**src/rtl/core/wis_pkg.sv**
```systemverilog
`default_nettype none

package wis_pkg;

  localparam int COUNT_W    = 9;
  localparam int INDEX_W    = 8;
  localparam int FRACTION_W = 32;
  localparam int LOAD_W     = 32;
  localparam int RESULT_W   = 8;

  localparam logic ACTION_LOAD = 1'b0;
  localparam logic ACTION_DRAW = 1'b1;

  typedef enum logic [6:0] {
    ST_IDLE  = 7'b0000001,
    ST_TOT   = 7'b0000010,
    ST_MHI   = 7'b0000100,
    ST_SUM   = 7'b0001000,
    ST_ISSUE = 7'b0010000,
    ST_CMP   = 7'b0100000,
    ST_DONE  = 7'b1000000
  } state_t;

  typedef struct packed {
    logic load_we;
    logic draw_start;
    logic mul_lo;
    logic mul_hi;
    logic sum_thr;
    logic step_cmp;
    logic out_load;
  } cmd_t;

  typedef struct packed {
    logic search_more;
    logic out_free;
  } status_t;

endpackage

`default_nettype wire

```
**src/rtl/core/wis_ctrl.sv**
```systemverilog
`default_nettype none

module wis_ctrl (
  input  wire logic             clk,
  input  wire logic             rst_n,
  input  wire logic             in_tvalid,
  input  wire logic             in_action,
  output logic                  in_tready,
  input  wire wis_pkg::status_t status,
  output wis_pkg::cmd_t         cmd
);

  wis_pkg::state_t state_r, state_nxt;
  logic            accept;

  assign in_tready = (state_r == wis_pkg::ST_IDLE);
  assign accept    = in_tvalid && in_tready;

  always_comb begin
    cmd            = '0;
    cmd.load_we    = accept && (in_action == wis_pkg::ACTION_LOAD);
    cmd.draw_start = accept && (in_action == wis_pkg::ACTION_DRAW);
    cmd.mul_lo     = (state_r == wis_pkg::ST_TOT);
    cmd.mul_hi     = (state_r == wis_pkg::ST_MHI);
    cmd.sum_thr    = (state_r == wis_pkg::ST_SUM);
    cmd.step_cmp   = (state_r == wis_pkg::ST_CMP);
    cmd.out_load   = (state_r == wis_pkg::ST_DONE) && status.out_free;
  end

  always_comb begin
    state_nxt = state_r;
    case (state_r)
      wis_pkg::ST_IDLE: begin
        if (cmd.draw_start) begin
          state_nxt = wis_pkg::ST_TOT;
        end
      end
      wis_pkg::ST_TOT:  state_nxt = wis_pkg::ST_MHI;
      wis_pkg::ST_MHI:  state_nxt = wis_pkg::ST_SUM;
      wis_pkg::ST_SUM:  state_nxt = wis_pkg::ST_ISSUE;
      wis_pkg::ST_ISSUE: begin
        if (status.search_more) begin
          state_nxt = wis_pkg::ST_CMP;
        end else begin
          state_nxt = wis_pkg::ST_DONE;
        end
      end
      wis_pkg::ST_CMP:  state_nxt = wis_pkg::ST_ISSUE;
      wis_pkg::ST_DONE: begin
        if (status.out_free) begin
          state_nxt = wis_pkg::ST_IDLE;
        end
      end
      default:          state_nxt = wis_pkg::ST_IDLE;
    endcase
  end

  always_ff @(posedge clk) begin
    if (!rst_n) begin
      state_r <= wis_pkg::ST_IDLE;
    end else begin
      state_r <= state_nxt;
    end
  end

endmodule

`default_nettype wire

```
**config.mk**
```make
export PLATFORM = sky130hd
export DESIGN_NAME = wis_ctrl
export DESIGN_NICKNAME = d
export VERILOG_FILES = /design/src/rtl/core/wis_pkg.sv /design/src/rtl/core/wis_ctrl.sv
export SDC_FILE = /design/constraint.sdc
export NUM_CORES = 1
export LEC_CHECK = 0
export ABC_AREA = 1
export BUFFER_PORTS_ARGS = -buffer_cell sky130_fd_sc_hd__clkbuf_2
export CORE_AREA = 2 2 39 41
export CTS_BUF_LIST = sky130_fd_sc_hd__clkbuf_8
export DETAILED_ROUTE_END_ITERATION = 8
export DIE_AREA = 0 0 41 43
export RECOVER_POWER = 100
export SLEW_MARGIN = 20
export SYNTH_ARGS = -nofsm -noshare
export SYNTH_HDL_FRONTEND = slang
export SYNTH_SLANG_ARGS = --single-unit
```
**constraint.sdc**
```tcl
create_clock -name clk -period 1.05 [get_ports clk]
set_input_delay 0.315 -clock clk [delete_from_list [all_inputs] [get_ports clk]]
set_output_delay 0.315 -clock clk [all_outputs]
set_load 0.005 [all_outputs]
```
==> out/results.ini <==
[flow_run]
maxCapViolations = 0

[yosys]
synthAdderAreaFrac_pct = 0
synth_compound_area_share_pct = 4.02
synth_fp_nets = 75
syn_area_sq_um = 467
syn_area_per_cell_sq_um = 6.76
synth_mux_area_share_pct = 0
synth-xor-area-share_pct = 0
synth-simple-area-share_pct = 51.7
ys_ff_latch = 7
syn_inst = 69
ys_seq_area_share_pct = 30.0
synth_top_family_by_area = simple AND/OR/NAND/NOR gates
yosysWarnings = 0
synth.distinct_cells = 17

[clocking]
cts_made_buffers = 3
cts_tree = built
cts_hold_buffers = 0
cts_sinks = 7
clk_pin_slew_worst_paths_ps = 40
ctsLongestPathBuffers = 2
htree_levels = 1
cts_root_buf = clkbuf_8
clk-insertion-delay-late_ps = 220

[timing]
skew_ps = 1.79
hold_violations = 0
finalSetupViolCount = 12
slew_viol_final = 0
fmax_mhz = 676
layout_setup_ws_ps = -429
rsz0062_at_grt = true
fin_hold_ws_ps = 312
worst_pin_slew_ps = 210
max-slew-margin-rel_pct = 85.9
period_needed_ps = 1480
finalCritPeriodShare_pct = 141

[global_routing]
gr-total-overflow = 0
grt.total_usage_pct = 16.3
grt_pass1_wl_microns = 1900
first_global_vias = 496
antenna_found_initial = 0
grt_max_degree = 6

[floorplanning]
fp.dieW_microns = 41
io_pins = 14
dieHeight_microns = 43
rows = 14
start_util_pct = 33.7
core_area_sq_um = 1380
die_area_sq_um = 1760

[placed_design]
place_hpwl_microns = 825
numPortBuffers = 13
placed_cell_area_sq_um = 672
place_ws_ps = -197
place.gp.congestion = 0.728

[cells_and_area]
mostFrequentLayoutCells = 13 x buf_4, 12 x inv_1, 12 x clkbuf_2, 8 x nor2_4, 8 x nand2_1
regArea_sq_um = 148
largest_register_ffs = 7
final_common_cell = buf_4
postLayoutCoreUtil_pct = 60.2
largest-register = state_r
antennaDiodeCount = 0
num-fill-cells = 123
top_regs = state_r x7
drive_gt1_share_pct = 70.5
final_area_sq_um = 833
multi_input_area_sq_um = 323
area_delta_synth_final_pct = 78.6
nets = 112

[setup_path]
crit_type = reg -> out
required_ps = 730
cp-end-kind = output port
startpoint_type = flop
worstPathArrival_ps = 1160
cp_max_fo = 5

[route]
drc = 0
drt-pass1-iter-count = 3
vias_per_cell = 4.26
ant_nets = 0
vias = 515
wl_microns = 1120
drt_iter0_markers = 3
wire_per_inst_microns = 9.27

[hold_path]
hp-class = in -> reg

[power_and_ir_drop]
ir_drop_v = 0.000636
power.total_mw = 0.807
power.leakage_nw = 0.419
p_per_area_nw_per_um2 = 969

[run_status]
violations = negative setup slack
status = finished with violations

[area by class of cell]
type,count,share of cell area [%]
Clock buffer,3,4.95
Clock inverter,1,0.450
Inverter,17,8.11
Multi-Input combinational cell,45,38.7
Sequential cell,7,17.7
Tap cell,16,2.40
Timing Repair Buffer,32,27.6
[cells by family (layout without fill, tap and decap cells)]
family | after synthesis | after routing
buffers and inverters | 17 | 53
and+or+nand+nor | 42 | 42
AOI/OAI and AO/OA | 3 | 3
DFF | 7 | 7
[Yosys cell counts]
| cell | instances | area share [%] |
|---|---|---|
| inv_4 | 1 | 1.3 |
| a21oi_1 | 2 | 2.1 |
| nor3_1 | 1 | 1.1 |
| nor2_2 | 7 | 9.4 |
| clkinv_1 | 1 | 0.80 |
| nand2_2 | 4 | 5.4 |
| inv_1 | 15 | 12 |
| nand2_1 | 11 | 8.8 |
| nand3_1 | 3 | 3.2 |
| nand2_4 | 2 | 4.8 |
| nor4_1 | 2 | 2.7 |
| nor2_4 | 3 | 7.2 |
| o21ai_2 | 1 | 1.9 |
| dfxtp_1 | 7 | 30 |
| nor2_1 | 7 | 5.6 |
| nor3_2 | 1 | 2.1 |
| nand4_1 | 1 | 1.3 |
[worst max-delay path, cell delays in order (launching register included)]
cell and delay [ps]:
dfxtp_2 320, nor2_4 130, nand2_4 90, nor4_2 250, buf_2 150
[per-stage QoR]
step           setup TNS, ps  std cells
6_report               -3400        121
5_1_grt                -4080        121
4_1_cts                -3240        119
3_5_place_dp           -1400        113
3_3_place_gp           -1300        113
2_1_floorplan           -118         69
[power breakdown]
part / total (mW) / internal, mW / switching (mW)
clock network: 0.361 / 0.252 / 0.109
registers: 0.280 / 0.274 / 0.00611
logic: 0.166 / 0.0857 / 0.0803
[repair_timing]
item                       CTS  global route
pin swaps                    8             8
resized for setup           21            11
setup endpoints to repair   12            13
buffers inserted             3             2
[path summary, 6_finish.rpt]
check	startpoint	to	slack [ps]	cells past startpoint
worst max register to register	state_r[5]$_SDFFE_PN0P_	state_r[0]$_SDFFE_PN1P_	-190	9
worst max-delay path	state_r[5]$_SDFFE_PN0P_	cmd[6]	-430	4
worst min register to register	state_r[2]$_SDFFE_PN0P_	state_r[3]$_SDFFE_PN0P_	690	5
worst min-delay path	status[1]	state_r[5]$_SDFFE_PN0P_	310	3
[routing by layer]
layer	share of wire, %	vias to the layer above	global-route usage, %
met3	2.2	2	4.71
met2	55	8	24.7
met1	42	230	19.1
li1	-	275	-
met5	0	-	0
met4	0.62	0	10.0
(Power assumes the default switching activity.)
